`config.mk`:
```
export PLATFORM = sky130hd
export DESIGN_NAME = rtc_interrupt_emulator
export DESIGN_NICKNAME = d
export VERILOG_FILES = /design/src/sv/rie_pkg.sv /design/src/sv/rie_divider.sv /design/src/sv/rie_datapath.sv /design/src/sv/rie_ctrl.sv /design/src/sv/rtc_interrupt_emulator.sv
export SDC_FILE = /design/constraint.sdc
export NUM_CORES = 1
export LEC_CHECK = 0
export BUFFER_PORTS_ARGS = -buffer_cell sky130_fd_sc_hd__buf_2
export CORE_MARGIN = 3
export CORE_UTILIZATION = 40
export CTS_CLUSTER_DIAMETER = 120
export CTS_CLUSTER_SIZE = 12
export DETAILED_ROUTE_END_ITERATION = 8
export MAX_ROUTING_LAYER = met4
export PLACE_DENSITY = 0.66
export REMOVE_ABC_BUFFERS = 1
export SYNTH_ARGS = -nofsm -noshare
export SYNTH_HDL_FRONTEND = slang
export SYNTH_HIERARCHICAL = 1
export SYNTH_SLANG_ARGS = --single-unit
```
`constraint.sdc`:
```
create_clock -name clk_i -period 5.1 [get_ports clk_i]
set_clock_uncertainty 0.1 [all_clocks]
set_input_delay 1.02 -clock clk_i [delete_from_list [all_inputs] [get_ports clk_i]]
set_output_delay 1.02 -clock clk_i [all_outputs]
set_load 0.02 [all_outputs]
```
`src/sv/rie_pkg.sv`:
```
// Shared types and constants for the RTC interrupt emulator.
package rie_pkg;

  localparam int unsigned KernelHzDef    = 1000;
  localparam int unsigned MinPollRateDef = 64;

  localparam int unsigned HourW   = 5;
  localparam int unsigned MinuteW = 6;
  localparam int unsigned SecondW = 6;
  localparam int unsigned FreqW   = 14;
  localparam int unsigned CpktW   = 32;
  localparam int unsigned AdvW    = 32;
  localparam int unsigned CfgIdxW = 3;
  localparam int unsigned CfgDataW = 32;
  localparam int unsigned InDataW  = 24;
  localparam int unsigned OutDataW = 40;

  typedef enum logic [CfgIdxW-1:0] {
    CFG_UPDATE_EN   = 3'd0,
    CFG_PERIODIC_EN = 3'd1,
    CFG_ALARM_EN    = 3'd2,
    CFG_ALARM_HOUR  = 3'd3,
    CFG_ALARM_MIN   = 3'd4,
    CFG_ALARM_SEC   = 3'd5,
    CFG_PER_FREQ    = 3'd6,
    CFG_CPKT        = 3'd7
  } cfg_reg_e;

  typedef enum logic [2:0] {
    ST_IDLE,
    ST_MUL,
    ST_ADV_GO,
    ST_ADV_RUN,
    ST_THR_GO,
    ST_THR_RUN,
    ST_FINISH
  } state_e;

  typedef struct packed {
    logic load_in;
    logic mul_en;
    logic div_start;
    logic thr_pass;
    logic finish;
  } ctrl_cmd_t;

  typedef struct packed {
    logic div_done;
    logic out_free;
  } ctrl_sts_t;

endpackage

```
`src/sv/rie_divider.sv`:
```
// Restoring serial divider, one quotient bit per cycle.
module rie_divider import rie_pkg::*; #(
  parameter int unsigned DVD_W  = 42,
  parameter int unsigned DVS_W  = FreqW,
  parameter int unsigned STEP_W = $clog2(DVD_W + 1)
) (
  input  logic              clk_i,
  input  logic              rst_ni,
  input  logic              start_i,
  input  logic [DVD_W-1:0]  dividend_i,
  input  logic [DVS_W-1:0]  divisor_i,
  input  logic [STEP_W-1:0] steps_i,
  output logic              busy_o,
  output logic              done_o,
  output logic [DVD_W-1:0]  quot_o
);

  logic [DVD_W-1:0]  q_q;
  logic [DVS_W-1:0]  r_q;
  logic [STEP_W-1:0] cnt_q;
  logic              busy_q, done_q;

  logic [DVS_W:0] rs;
  logic           ge;

  assign rs = {r_q, q_q[DVD_W-1]};
  assign ge = rs >= {1'b0, divisor_i};

  always_ff @(posedge clk_i or negedge rst_ni) begin
    if (!rst_ni) begin
      busy_q <= 1'b0;
      done_q <= 1'b0;
      cnt_q  <= '0;
    end else begin
      done_q <= 1'b0;
      if (start_i) begin
        busy_q <= 1'b1;
        cnt_q  <= steps_i;
      end else if (busy_q) begin
        cnt_q <= cnt_q - STEP_W'(1);
        if (cnt_q == STEP_W'(1)) begin
          busy_q <= 1'b0;
          done_q <= 1'b1;
        end
      end
    end
  end

  always_ff @(posedge clk_i) begin
    if (start_i) begin
      q_q <= dividend_i;
      r_q <= '0;
    end else if (busy_q) begin
      // remainder stays below the divisor, so the top bit drops off cleanly
      r_q <= ge ? DVS_W'(rs - {1'b0, divisor_i}) : rs[DVS_W-1:0];
      q_q <= {q_q[DVD_W-2:0], ge};
    end
  end

  assign busy_o = busy_q;
  assign done_o = done_q;
  assign quot_o = q_q;

  a_done_after_busy: assert property (@(posedge clk_i) disable iff (!rst_ni)
    done_q |-> $past(busy_q) && !busy_q)
    else $error("divider done without a preceding run");

  a_no_restart: assert property (@(posedge clk_i) disable iff (!rst_ni)
    start_i |-> !busy_q)
    else $error("divider started while busy");

endmodule

```
`src/sv/rie_datapath.sv`:
```
// Config registers, multiplier, shared divider, flag logic and result register.
module rie_datapath import rie_pkg::*; #(
  parameter int unsigned KERNEL_HZ     = KernelHzDef,
  parameter int unsigned MIN_POLL_RATE = MinPollRateDef
) (
  input  logic                clk_i,
  input  logic                rst_ni,
  input  logic                cfg_we_i,
  input  logic [CfgIdxW-1:0]  cfg_idx_i,
  input  logic [CfgDataW-1:0] cfg_data_i,
  input  logic [InDataW-1:0]  in_data_i,
  input  logic                m_axis_tready,
  output logic                m_axis_tvalid,
  output logic [OutDataW-1:0] m_axis_tdata,
  input  ctrl_cmd_t           cmd_i,
  output ctrl_sts_t           sts_o
);

  localparam int unsigned HzW    = $clog2(KERNEL_HZ + 1);
  localparam int unsigned ProdW  = CpktW + HzW;
  localparam int unsigned StepW  = $clog2(ProdW + 1);
  localparam int unsigned CntW   = $clog2(MIN_POLL_RATE / 2 + 1);
  localparam logic [HzW-1:0]   HzC  = HzW'(KERNEL_HZ);
  localparam logic [FreqW-1:0] MinC = FreqW'(MIN_POLL_RATE);

  // configuration
  logic               upd_en_q, per_en_q, alm_en_q;
  logic [HourW-1:0]   alm_hour_q;
  logic [MinuteW-1:0] alm_min_q;
  logic [SecondW-1:0] alm_sec_q;
  logic [FreqW-1:0]   freq_q;
  logic [CpktW-1:0]   cpkt_q;

  // state and item registers
  logic [CntW-1:0]    per_cnt_q;
  logic [SecondW-1:0] last_sec_q;
  logic [HourW-1:0]   hour_q;
  logic [MinuteW-1:0] min_q;
  logic [SecondW-1:0] sec_q;
  logic [ProdW-1:0]   prod_q;
  logic [AdvW-1:0]    adv_q;
  logic               out_valid_q;
  logic [OutDataW-1:0] out_data_q;

  logic [FreqW-1:0] poll, fdiv;
  logic [ProdW-1:0] div_dvd, div_quot;
  logic [FreqW-1:0] div_dvs;
  logic [StepW-1:0] div_steps;
  logic             div_busy, div_done;
  logic [CntW:0]    cnt_inc;
  logic [FreqW-1:0] thr;
  logic             uf, pf, af, any_en;
  logic             cnt_clr;

  assign poll = (per_en_q && freq_q > MinC) ? freq_q : MinC;
  assign fdiv = (freq_q < FreqW'(2)) ? FreqW'(2) : freq_q;

  assign cnt_clr = cfg_we_i && (cfg_reg_e'(cfg_idx_i) == CFG_PERIODIC_EN ||
                                cfg_reg_e'(cfg_idx_i) == CFG_PER_FREQ);

  always_ff @(posedge clk_i or negedge rst_ni) begin
    if (!rst_ni) begin
      upd_en_q   <= 1'b0;
      per_en_q   <= 1'b0;
      alm_en_q   <= 1'b0;
      alm_hour_q <= '0;
      alm_min_q  <= '0;
      alm_sec_q  <= '0;
      freq_q     <= FreqW'(64);
      cpkt_q     <= CpktW'(1);
    end else if (cfg_we_i) begin
      unique case (cfg_reg_e'(cfg_idx_i))
        CFG_UPDATE_EN:   upd_en_q   <= cfg_data_i[0];
        CFG_PERIODIC_EN: per_en_q   <= cfg_data_i[0];
        CFG_ALARM_EN:    alm_en_q   <= cfg_data_i[0];
        CFG_ALARM_HOUR:  alm_hour_q <= cfg_data_i[HourW-1:0];
        CFG_ALARM_MIN:   alm_min_q  <= cfg_data_i[MinuteW-1:0];
        CFG_ALARM_SEC:   alm_sec_q  <= cfg_data_i[SecondW-1:0];
        CFG_PER_FREQ:    freq_q     <= cfg_data_i[FreqW-1:0];
        CFG_CPKT:        cpkt_q     <= cfg_data_i[CpktW-1:0];
      endcase
    end
  end

  // advance pass divides the product; threshold pass divides poll, left-aligned
  assign div_dvd   = cmd_i.thr_pass ? {poll, {(ProdW - FreqW){1'b0}}} : prod_q;
  assign div_dvs   = cmd_i.thr_pass ? fdiv : poll;
  assign div_steps = cmd_i.thr_pass ? StepW'(FreqW) : StepW'(ProdW);

  rie_divider #(
    .DVD_W (ProdW),
    .DVS_W (FreqW),
    .STEP_W(StepW)
  ) u_div (
    .clk_i     (clk_i),
    .rst_ni    (rst_ni),
    .start_i   (cmd_i.div_start),
    .dividend_i(div_dvd),
    .divisor_i (div_dvs),
    .steps_i   (div_steps),
    .busy_o    (div_busy),
    .done_o    (div_done),
    .quot_o    (div_quot)
  );

  always_ff @(posedge clk_i) begin
    if (cmd_i.load_in) begin
      hour_q <= in_data_i[HourW-1:0];
      min_q  <= in_data_i[HourW+MinuteW-1:HourW];
      sec_q  <= in_data_i[HourW+MinuteW+SecondW-1:HourW+MinuteW];
    end
    if (cmd_i.mul_en) prod_q <= ProdW'(cpkt_q) * ProdW'(HzC);
    if (div_done && !cmd_i.thr_pass) adv_q <= div_quot[AdvW-1:0];
  end

  assign thr     = div_quot[FreqW-1:0];
  assign cnt_inc = {1'b0, per_cnt_q} + (CntW+1)'(1);
  assign any_en  = upd_en_q | per_en_q | alm_en_q;
  assign uf      = upd_en_q && (sec_q != last_sec_q);
  assign pf      = per_en_q && (FreqW'(cnt_inc) >= thr);
  assign af      = alm_en_q && sec_q == alm_sec_q && min_q == alm_min_q &&
                   hour_q == alm_hour_q;

  always_ff @(posedge clk_i or negedge rst_ni) begin
    if (!rst_ni) begin
      per_cnt_q   <= '0;
      last_sec_q  <= '0;
      out_valid_q <= 1'b0;
    end else begin
      if (cnt_clr) begin
        per_cnt_q <= '0;
      end else if (cmd_i.finish && per_en_q) begin
        per_cnt_q <= pf ? '0 : cnt_inc[CntW-1:0];
      end
      if (cmd_i.finish && uf) last_sec_q <= sec_q;
      if (cmd_i.finish) begin
        out_valid_q <= 1'b1;
      end else if (m_axis_tready) begin
        out_valid_q <= 1'b0;
      end
    end
  end

  always_ff @(posedge clk_i) begin
    if (cmd_i.finish) begin
      out_data_q <= {4'b0, (any_en ? adv_q : AdvW'(0)), (uf | pf | af), af, pf, uf};
    end
  end

  assign m_axis_tvalid   = out_valid_q;
  assign m_axis_tdata    = out_data_q;
  assign sts_o.div_done  = div_done;
  assign sts_o.out_free  = !out_valid_q || m_axis_tready;

  a_finish_slot_free: assert property (@(posedge clk_i) disable iff (!rst_ni)
    cmd_i.finish |-> (!out_valid_q || m_axis_tready))
    else $error("result overwritten before it was taken");

  a_cnt_clear_on_fire: assert property (@(posedge clk_i) disable iff (!rst_ni)
    (cmd_i.finish && pf) |=> per_cnt_q == '0)
    else $error("periodic counter not cleared after firing");

  a_cnt_bound: assert property (@(posedge clk_i) disable iff (!rst_ni)
    per_cnt_q <= CntW'(MIN_POLL_RATE / 2))
    else $error("periodic counter out of range");

  a_div_idle_at_finish: assert property (@(posedge clk_i) disable iff (!rst_ni)
    cmd_i.finish |-> !div_busy)
    else $error("commit while the divider is still running");

endmodule

```
`src/sv/rie_ctrl.sv`:
```
// Sequencer: accepts a tick word, runs multiply and two divide passes, commits.
module rie_ctrl import rie_pkg::*; (
  input  logic      clk_i,
  input  logic      rst_ni,
  input  logic      s_axis_tvalid,
  output logic      s_axis_tready,
  input  ctrl_sts_t sts_i,
  output ctrl_cmd_t cmd_o
);

  state_e state_q, state_d;

  always_ff @(posedge clk_i or negedge rst_ni) begin
    if (!rst_ni) begin
      state_q <= ST_IDLE;
    end else begin
      state_q <= state_d;
    end
  end

  always_comb begin
    state_d = state_q;
    unique case (state_q)
      ST_IDLE:    if (s_axis_tvalid) state_d = ST_MUL;
      ST_MUL:     state_d = ST_ADV_GO;
      ST_ADV_GO:  state_d = ST_ADV_RUN;
      ST_ADV_RUN: if (sts_i.div_done) state_d = ST_THR_GO;
      ST_THR_GO:  state_d = ST_THR_RUN;
      ST_THR_RUN: if (sts_i.div_done) state_d = ST_FINISH;
      ST_FINISH:  if (sts_i.out_free) state_d = ST_IDLE;
      default:    state_d = ST_IDLE;
    endcase
  end

  always_comb begin
    cmd_o         = '0;
    s_axis_tready = 1'b0;
    unique case (state_q)
      ST_IDLE: begin
        s_axis_tready = 1'b1;
        cmd_o.load_in = s_axis_tvalid;
      end
      ST_MUL:     cmd_o.mul_en = 1'b1;
      ST_ADV_GO:  cmd_o.div_start = 1'b1;
      ST_ADV_RUN: cmd_o.thr_pass = 1'b0;
      ST_THR_GO: begin
        cmd_o.div_start = 1'b1;
        cmd_o.thr_pass  = 1'b1;
      end
      ST_THR_RUN: cmd_o.thr_pass = 1'b1;
      ST_FINISH: begin
        cmd_o.thr_pass = 1'b1;
        cmd_o.finish   = sts_i.out_free;
      end
      default: cmd_o = '0;
    endcase
  end

  a_done_only_when_running: assert property (@(posedge clk_i) disable iff (!rst_ni)
    sts_i.div_done |-> (state_q == ST_ADV_RUN || state_q == ST_THR_RUN))
    else $error("divider result arrived outside a divide pass");

endmodule

```
`src/sv/rtc_interrupt_emulator.sv`:
```
// Top level of the RTC interrupt emulator: sequencer plus datapath.
//
//  channel   dir  handshake                      contents
//  s_axis    in   s_axis_tvalid / s_axis_tready  tick word: hour, minute, second
//  m_axis    out  m_axis_tvalid / m_axis_tready  flags, irq, compare advance
//  cfg       in   cfg_we_i                       register write, index and data
//
// A tick word runs a multiply and then the serial divider twice, where
// ProdW = 32 + clog2(KERNEL_HZ + 1): one pass of ProdW steps for the
// advance and one of 14 steps for the periodic threshold.
// Reset loads the register defaults and clears the periodic counter and the
// last second.
// A result waits in the output register; the next word is taken meanwhile
// and only the final commit stalls on m_axis_tready.
module rtc_interrupt_emulator import rie_pkg::*; #(
  parameter int unsigned KERNEL_HZ     = KernelHzDef,
  parameter int unsigned MIN_POLL_RATE = MinPollRateDef
) (
  input  logic                clk_i,
  input  logic                rst_ni,
  input  logic                cfg_we_i,
  input  logic [CfgIdxW-1:0]  cfg_idx_i,
  input  logic [CfgDataW-1:0] cfg_data_i,
  input  logic                s_axis_tvalid,
  output logic                s_axis_tready,
  // [4:0] current_hour, [10:5] current_minute, [16:11] current_second, zero pad
  input  logic [InDataW-1:0]  s_axis_tdata,
  output logic                m_axis_tvalid,
  input  logic                m_axis_tready,
  // [0] update_flag, [1] periodic_flag, [2] alarm_flag, [3] irq_raised,
  // [35:4] compare_advance, zero pad
  output logic [OutDataW-1:0] m_axis_tdata
);

  ctrl_cmd_t cmd;
  ctrl_sts_t sts;

  rie_ctrl u_ctrl (
    .clk_i        (clk_i),
    .rst_ni       (rst_ni),
    .s_axis_tvalid(s_axis_tvalid),
    .s_axis_tready(s_axis_tready),
    .sts_i        (sts),
    .cmd_o        (cmd)
  );

  rie_datapath #(
    .KERNEL_HZ    (KERNEL_HZ),
    .MIN_POLL_RATE(MIN_POLL_RATE)
  ) u_dp (
    .clk_i        (clk_i),
    .rst_ni       (rst_ni),
    .cfg_we_i     (cfg_we_i),
    .cfg_idx_i    (cfg_idx_i),
    .cfg_data_i   (cfg_data_i),
    .in_data_i    (s_axis_tdata),
    .m_axis_tready(m_axis_tready),
    .m_axis_tvalid(m_axis_tvalid),
    .m_axis_tdata (m_axis_tdata),
    .cmd_i        (cmd),
    .sts_o        (sts)
  );

endmodule
```
=== Word level (Yosys, flattened, before mapping) ===
Cells that the tools add are included.

* Flip-flop bits (word level): 270
* Input bits: 64
* Output and inout bits: 42
* Word-level logic and storage cells: 120

* Add/sub/neg operators: 3
* Multiply operators: 1
* Order comparisons: 4
* Eq/ne operators: 22
* Muxes and demuxes: 32
* Bitwise gates (word level): 4
* Reductions and logical operators: 30

{| class="wikitable"
|+ Operator list
! cell !! number
|-
| 2-to-1 mux 42 bit || 3
|-
| 2-to-1 mux 14 bit || 4
|-
| multiplier 32 x 7 -> 39 bit (second input constant) || 1
|-
| 2-to-1 mux 6 bit || 6
|-
| == test 3 bit (second input constant) || 7
|-
| one-hot mux 3 bit (7 select lines) || 1
|-
| AND reduction 2 bit || 8
|-
| greater-or-equal comparator 15 x 14 -> 1 bit || 1
|-
| greater-or-equal comparator 7 x 14 -> 1 bit || 1
|-
| greater-than comparator 14 x 7 -> 1 bit (second input constant) || 1
|-
| less-than comparator 14 x 2 -> 1 bit (second input constant) || 1
|-
| 2-to-1 mux 1 bit || 14
|-
| subtractor 14 bit || 1
|-
| == test 3 x 2 -> 1 bit (second input constant) || 4
|-
| == test 6 bit || 2
|-
| 2-to-1 mux 3 bit || 4
|-
| logical AND 1 bit || 10
|-
| adder 6 x 1 -> 7 bit (second input constant) || 1
|-
| == test 3 x 1 -> 1 bit (second input constant) || 2
|-
| == test 6 x 1 -> 1 bit (second input constant) || 1
|-
| logical NOT 3 bit || 2
|-
| inequality test 2 x 1 -> 1 bit (second input constant) || 3
|-
| inequality test 6 bit || 1
|-
| nonzero test 2 bit || 3
|-
| 9 further kinds || 14
|}

=== Depth between registers and ports, before layout ===
Gate-level depths: netlist of the first run.

* Word-level depth: 7
* Gate-level depth with buffers: 19
* Mapped depth without buffers: 18

=== Modules after synthesis ===
Netlist of the first run, hierarchy kept.

{| class="wikitable"
|+ By module, submodules not included
! module !! instances !! cells an instance !! area each (µm²) !! seq. area each (µm²)
|-
| rie_datapath || 1 || 1117 || 13534.2 || 5703.0
|-
| rie_divider || 1 || 300 || 3538.4 || 1741.7
|-
| rie_ctrl || 1 || 25 || 240.2 || 75.1
|}

=== Least setup slack after synthesis of the first run ===
No wires, ideal clock.

* Path kind: reg2reg
* From: register u_dp.cpkt_q[9]
* To: register u_dp.prod_q[41] (data pin)
* Library setup time: 0.261 ns
* Arrival time: 4.366 ns
* Data required time: 4.739 ns
* Setup slack: 0.373 ns
* Cell stages (with the launch flop): 19
* Buffers on the path: 1
* Period minus slack after synthesis: 4.727 ns
* Cells stage by stage: dfrtp_1 inv_1 fa_1 inv_1 ha_1 xnor2_1 fa_1 fa_1 inv_1 ha_1 clkbuf_1 nand2_1 nor4_1 a32o_1 nand2b_1 a311oi_2 a211oi_1 a211oi_2 xnor2_1

* Word-level cells in the longest chain between the ends: 1

{| class="wikitable"
|+ Ends and longest elaborated chain
! item !! RTL line !! RTL
|-
| start, declared || rie_datapath.sv:32 || <nowiki>logic [CpktW-1:0] cpkt_q;</nowiki>
|-
| start signal, assigned || rie_datapath.sv:70 || <nowiki>cpkt_q <= CpktW'(1);</nowiki>
|-
| start signal, assigned || rie_datapath.sv:80 || <nowiki>CFG_CPKT: cpkt_q <= cfg_data_i[CpktW-1:0];</nowiki>
|-
| multiplier 32 x 7 -> 39 bit || rie_datapath.sv:112 || <nowiki>if (cmd_i.mul_en) prod_q <= ProdW'(cpkt_q) * ProdW'(HzC);</nowiki>
|-
| end signal, assigned || rie_datapath.sv:112 ||
|-
| end, declared || rie_datapath.sv:40 || <nowiki>logic [ProdW-1:0] prod_q;</nowiki>
|}

Every way passes these cells.
A chain may end at the register's enable or synchronous reset.

=== Worst setup path after layout of the first run ===
* From: register u_dp.cpkt_q[16]
* To: register u_dp.prod_q[37] (data pin)

The elaborated chain is that of the path after synthesis.

==> results of run 1 <==
worst register-to-register path, stage by stage, from the launching register on:
cell and delay (ns):
dfrtp_1 0.41, inv_2 0.10, fa_1 0.57, fa_1 0.46, fa_1 0.44, fa_1 0.50, inv_1 0.04, ha_1 0.39
a21oi_1 0.20, o21ai_1 0.10, a21oi_1 0.27, a21oi_2 0.11, a31oi_2 0.26, a311oi_4 0.15, buf_4 0.16, a211oi_1 0.28
xnor2_1 0.11
through the flow:
step | util (%) | hold slack, ns
finish | 46.6 | 0.353
global route | 46.6 | 0.360
CTS | 46.2 | 0.357
detailed placement | 44.4 | 0.342
global placement | 44.4 | 0.337
floorplan | - | 0.322
state kept, by name, summed over array words and instances, names as in the netlist, 6 cells and up:
name and count:
u_dp/adv_q 32, u_dp/alm_min_q 6, u_dp/alm_sec_q 6, u_dp/cpkt_q 32
u_dp/freq_q 14, u_dp/last_sec_q 6, u_dp/m_axis_tdata 36, u_dp/min_q 6
u_dp/per_cnt_q 6, u_dp/prod_q 39, u_dp/sec_q 6, u_dp/u_div/cnt_q 6
u_dp/u_div/quot_o 42, u_dp/u_div/r_q 14
final cells by class:
cell class	count	area share, %
Multi-Input combinational cell	929	45.6
Inverter	202	3.84
Sequential cell	270	38.1
Tap cell	577	3.66
Clock buffer	46	3.68
Timing Repair Buffer	160	4.91
Clock inverter	2	0.127
worst paths after layout:
check                                       from              end  depth (start not counted)
max                              u_dp/cpkt_q[16]  u_dp/prod_q[37]                         16
min                        u_dp/u_div/quot_o[15]   u_dp/adv_q[15]                          0
max reg2reg                      u_dp/cpkt_q[16]  u_dp/prod_q[37]                         16
min reg2reg                u_dp/u_div/quot_o[15]   u_dp/adv_q[15]                          0
max in group asynchronous                 rst_ni   u_dp/freq_q[6]                          2
min in group asynchronous                 rst_ni  u_dp/cpkt_q[30]                          1
cell usage after synthesis, drive strengths merged (3+ instances only):
cell | n | share of area (%)
nand3 | 15 | 0.43
clkbuf | 31 | 0.70
o211ai | 5 | 0.27
inv | 202 | 4.4
xor2 | 23 | 1.2
a21o | 29 | 1.3
xnor2 | 53 | 2.7
a21oi | 50 | 1.5
nand3b | 4 | 0.17
nand4 | 11 | 0.40
a31o | 3 | 0.15
nor4b | 4 | 0.24
o31a | 3 | 0.15
and2 | 7 | 0.27
o2bb2ai | 12 | 0.61
edfxtp | 166 | 29
nor4 | 9 | 0.33
buf | 19 | 0.73
o31ai | 5 | 0.30
mux2 | 114 | 7.4
nor2b | 71 | 2.6
nand2b | 13 | 0.47
nor3b | 3 | 0.13
and3 | 6 | 0.22
a32o | 3 | 0.17
ha | 111 | 8.0
o21bai | 7 | 0.30
fa | 118 | 14
nand2 | 73 | 1.6
o21a | 3 | 0.17
o21ai | 47 | 1.4
dfxtp | 14 | 1.6
nor2 | 37 | 0.80
or2 | 4 | 0.14
a21boi | 3 | 0.13
nor3 | 16 | 0.52
mux2i | 10 | 0.58
a211oi | 12 | 0.58
dfrtp | 88 | 13
cells by family (layout without fill, tap and decap cells):
logic type	after synthesis	after routing
compound gates	206	206
mux	124	124
xor+xnor	76	76
flops	270	270
simple gates	283	283
fa+ha+maj	229	229
other cells	2	11
buf+inv	252	410
per-layer routing:
layer  up-vias  track usage [%]
met5         -                -
met4         0             3.62
met3        45             1.96
met2       169             26.5
met1      5371             21.8
li1       5233                -
timing repair:
item                                    4_1_cts  5_1_grt
resized for setup                             3       36
pin swaps                                     2       11
hold buffers                                  0        0
endpoints found under the setup margin        4        9
buffers inserted                              1        4
cell usage in the layout (no fill, tap or decap), drive strengths merged, types with 9 or more instances in the layout:
cell type / instances
inv: 202
edfxtp: 166
buf: 160
fa: 118
mux2: 114
ha: 111
dfrtp: 88
nand2: 73
nor2b: 71
xnor2: 53
a21oi: 50
o21ai: 47
clkbuf: 46
nor2: 37
a21o: 29
xor2: 23
nor3: 16
nand3: 15
dfxtp: 14
nand2b: 13
o2bb2ai: 12
a211oi: 12
nand4: 11
conb: 11
mux2i: 10
nor4: 9
==> qor.csv, run 1 <==
metric;value;unit
dr.pass1.iters;4;
top_layer_used;met4;
diodes;0;
drv_cap;0;
setup_viol;0;
core-area;42300;sq um
synth_xor_area_share;3.84;%
dr_wl_met3;1080;microns
async_reset_ff_share;33.3;%
rrSetupSlack;0.18;ns
grt_pass1_wl;58800;microns
wl;35600;microns
clk_latency;0.56;ns
synthAdderAreaFrac;21.7;%
status;finished, final reports clean;
fin_tns_setup;0;ns
fin_ws;0.178;ns
maxSlewViolCount;0;
fin_crit;4.92;ns
synth_top_family_by_area;adder cells;
grt_pass1_vias;11200;
crit_path_end_kind;flip-flop;
fin_crit_sh;96.5;%
rows;75;
crit_path_start_kind;flip-flop;
synthCells;1442;
cts_max_level;1;
avgSynthCellArea;12.0;sq um
grt_usage;16.2;%
cp_max_fo;5;
fill_cells;3878;
drive_gt1_share;23.1;%
worstPathArrival;5.11;ns
clock_sinks;270;
crit_top_cell;fa_1;
yosysWarnings;6;
timing.fmax;0.203;GHz
vias_per_cell;4.95;
synthMuxAreaShare;7.99;%
yosysSeqAreaShare;43.4;%
cts_buffer_depth;3;
vias;10800;
grt_max_degree;53;
dp_slack;-0.140;ns
placed_cells;2133;
required;5.29;ns
io_buffers;94;
drcViolationCount;0;
path_cells;inv_2 -> fa_1 -> fa_1 -> fa_1 -> fa_1 -> inv_1 -> ha_1 -> a21oi_1 -> o21ai_1 -> a21oi_1 -> a21oi_2 -> a31oi_2 -> a311oi_4 -> buf_4 -> a211oi_1 -> xnor2_1;
slew_headroom;26.8;%
dieWidth;214;microns
wl_met1;16700;microns
cts_root_buf;clkbuf_16;
rsz0062_at_grt;true;
cts_tree;built;
critical_path_class;flip-flop to flip-flop;
instances_no_fill;2186;
ff_latch_area;7520;sq um
dp_hpwl;27000;microns
syn_to_final_growth;13.9;%
path_buf_inv;3;
drtAntennaViolNets;0;
cts_buffers;26;
crit_slowest_cell;fa_1;
synthSimpleGateAreaFrac;8.77;%
multi_input_area;9000;sq um
final_area;19700;sq um
ys_ff_latch;270;
io_pins;106;
syn_area;17300;sq um
ys_types;86;
slowest_delay;0.57;ns
initial_core_util;40.9;%
antenna_found_initial;0;
wl_met2;17100;microns
wire_per_inst;16.3;microns
die_h;214;microns
yosys_most_used_dff;edfxtp_1;
critPathTopFamily;adder cells;
die_area;45800;sq um
worst_slew_pin_slew;1.09;ns
min_path_type;flip-flop to flip-flop;
path_clk_slew;0.07;ns
drtIter0Drc;507;
grt-ovfl-total;0;
routabilityCongestion;0.863;
nNetsFinal;1882;
placed_area;18800;sq um
synth-edff-count;166;
synth_compound_area_share;8.44;%
hold_viol;0;
Power of run 1 is not shown: default switching activity piles up to over one toggle a cycle in this logic, so the estimate is an artifact.
==> inputs of run 2 (changes only) <==
--- a/config.mk
+++ b/config.mk
@@ -7,13 +7,12 @@
 export LEC_CHECK = 0
 export BUFFER_PORTS_ARGS = -buffer_cell sky130_fd_sc_hd__buf_2
 export CORE_MARGIN = 3
-export CORE_UTILIZATION = 40
+export CORE_UTILIZATION = 47
 export CTS_CLUSTER_DIAMETER = 120
 export CTS_CLUSTER_SIZE = 12
 export DETAILED_ROUTE_END_ITERATION = 8
 export MAX_ROUTING_LAYER = met4
-export PLACE_DENSITY = 0.66
-export REMOVE_ABC_BUFFERS = 1
+export PLACE_DENSITY_LB_ADDON = 0.1
 export SYNTH_ARGS = -nofsm -noshare
 export SYNTH_HDL_FRONTEND = slang
 export SYNTH_HIERARCHICAL = 1
==> run 2 against run 1 <==
Compared with the run above:
- critical path depth grew 2
- utilization grew 7.9 points
- first-iteration DRC count shrank 15%
- hold slack lost 0.0024 ns
- die area shrank 14%
- worst setup slack lost 0.017 ns
- non-clock buffer count grew 11
- sequential share of layout area grew 0.26 points
==> qor.csv, run 2 (synthesis results as in run 1) <==
metric;value;unit;change
wl;34600;microns;-2.8%
drtAntennaViolNets;0;;unchanged
fin_crit_sh;96.8;%;+0.33 points
path_clk_slew;0.07;ns;about the same
critical_path_class;flip-flop to flip-flop;;
syn_to_final_growth;13.2;%;
cts_buffer_depth;3;;unchanged
clock_sinks;270;;unchanged
r2r_end;u_dp/prod_q[39];;
r2r_start;u_dp/cpkt_q[16];;
required;5.28;ns;about the same
slowest_delay;0.54;ns;-0.03 ns
path_cells;inv_2 -> fa_1 -> fa_1 -> fa_1 -> fa_1 -> inv_1 -> ha_1 -> nand3_2 -> nor3_4 -> a21oi_1 -> buf_4 -> a21oi_1 -> a31oi_1 -> a311oi_2 -> buf_4 -> a31o_1 -> a21oi_1 -> xnor2_1;;
fill_cells;3146;;-19%
critPathCapture;u_dp/prod_q[39];;
die_area;39200;sq um;-14%
grt-ovfl-total;0;;unchanged
rrSetupSlack;0.16;ns;-0.02 ns
drv_cap;0;;unchanged
critPathLaunch;u_dp/cpkt_q[16];;
worst_r2r_path_depth;18;;+2
dieWidth;198;microns;-7.5%
clk_latency;0.54;ns;-0.02 ns
hold_viol;0;;unchanged
grt_pass1_wl;56100;microns;-4.6%
routabilityCongestion;0.837;;-3.1%
min_path_type;flip-flop to flip-flop;;
hold_path_depth;0;;unchanged
crit_path_start_kind;flip-flop;;
grt_usage;18.4;%;+2.2 points
status;finished, final reports clean;;
path_buf_inv;4;;+1
dp_hpwl;26600;microns;-1.5%
layout_common_cells;187 x inv_1, 166 x edfxtp_1, 118 x fa_1;;
cts_buffers;26;;unchanged
io_pins;106;;unchanged
timing.fmax;0.202;GHz;-0.34%
fin_crit;4.94;ns;+0.0167 ns
cp_max_fo;4;;-1
core-area;35900;sq um;-15%
cts_tree;built;;
crit_slowest_cell;fa_1;;
worst_slew_pin_slew;1.14;ns;+0.0417 ns
rsz0062_at_grt;true;;
dp_slack;-0.0383;ns;+0.102 ns
io_buffers;94;;unchanged
die_h;198;microns;-7.5%
fin_ws;0.162;ns;-0.0167 ns
vias_per_cell;5.14;;+3.8%
rows;69;;-8.0%
drive_gt1_share;23.3;%;+0.28 points
worstPathArrival;5.12;ns;about the same
initial_core_util;48.2;%;+7.3 points
multi_input_area;8920;sq um;-0.92%
mostFrequentLayoutCell;inv_1;;
crit_path_end_kind;flip-flop;;
wire_per_inst;16.6;microns;+2.1%
critPathTopFamily;adder cells;;
final_area;19600;sq um;-0.67%
grt_max_degree;59;;+11%
cts_root_buf;clkbuf_16;;
largest_reg_flops;42;;unchanged
nNetsFinal;1893;;+0.58%
drcViolationCount;0;;unchanged
ff_latch_area;7520;sq um;unchanged
antenna_found_initial;3;;+3
drtIter0Drc;433;;-15%
grt_pass1_vias;10900;;-2.7%
slew_headroom;24.1;%;-2.7 points
crit_top_cell;fa_1;;
setup_viol;0;;unchanged
vias;10700;;-1.1%
placed_area;18700;sq um;-0.21%
dr.pass1.iters;5;;+1
maxSlewViolCount;0;;unchanged
cts_max_level;1;;unchanged
crit_cells;18;;+2
run 2: worst register-to-register path: cells and delay by family (launching register included):
kind	cells	cell delay (ns)
xor+xnor	1	0.13
flops	1	0.39
compound gates	6	0.85
fa+ha+maj	5	2.30
simple gates	2	0.40
buf+inv	4	0.49
run 2: per-stage QoR:
stage	setup TNS (ns)	util, %	hold slack, ns	instances
floorplan	0	-	0.322	1451
global placement	0	52.2	0.335	2031
detailed placement	-0.0467	52.2	0.340	2031
CTS	0	54.3	0.354	2079
global route	-0.0568	54.5	0.372	2082
finish	0	54.5	0.350	2082
run 2: how the worst min path moves through the flow:
stage,from,endpoint,slack [ns]
after global placement,u_dp/u_div/quot_o[22],u_dp/adv_q[22],0.33
after floorplan,u_dp/u_div/quot_o[14],u_dp/adv_q[14],0.32
final,u_dp/u_div/quot_o[22],u_dp/adv_q[22],0.35
after detailed placement,u_dp/u_div/quot_o[25],u_dp/adv_q[25],0.34
after global routing,u_dp/u_div/quot_o[22],u_dp/adv_q[22],0.37
after CTS,u_dp/u_div/quot_o[25],u_dp/adv_q[25],0.35
run 2: final cells by class:
type	instances	share of cell area, %
well taps	461	2.94
multi-input cells	929	45.5
flip-flops and latches	270	38.4
diodes	1	0.0128
clock inverters	1	0.0383
inverters	202	3.88
repair buffers	171	5.36
clock buffers	47	3.83
run 2: what timing repair did:
| action | CTS | global route |
|---|---|---|
| pin swaps | 1 | 5 |
| hold buffers | 0 | 0 |
| hold endpoints to repair | 0 | 0 |
| gates resized for setup | 4 | 28 |
| setup buffers | 0 | 2 |
| gates cloned | 0 | 0 |
| setup endpoints to repair | 2 | 9 |
run 2: per-layer routing:
metal / routed length [microns] / track usage [%] / share of wire (%)
met5: 0 / - / 0
met3: 1030 / 2.06 / 3.0
met1: 16300 / 25.0 / 47
met2: 16600 / 30.2 / 48
met4: 699 / 4.01 / 2.0
Power of run 2 is left out for the same reason.
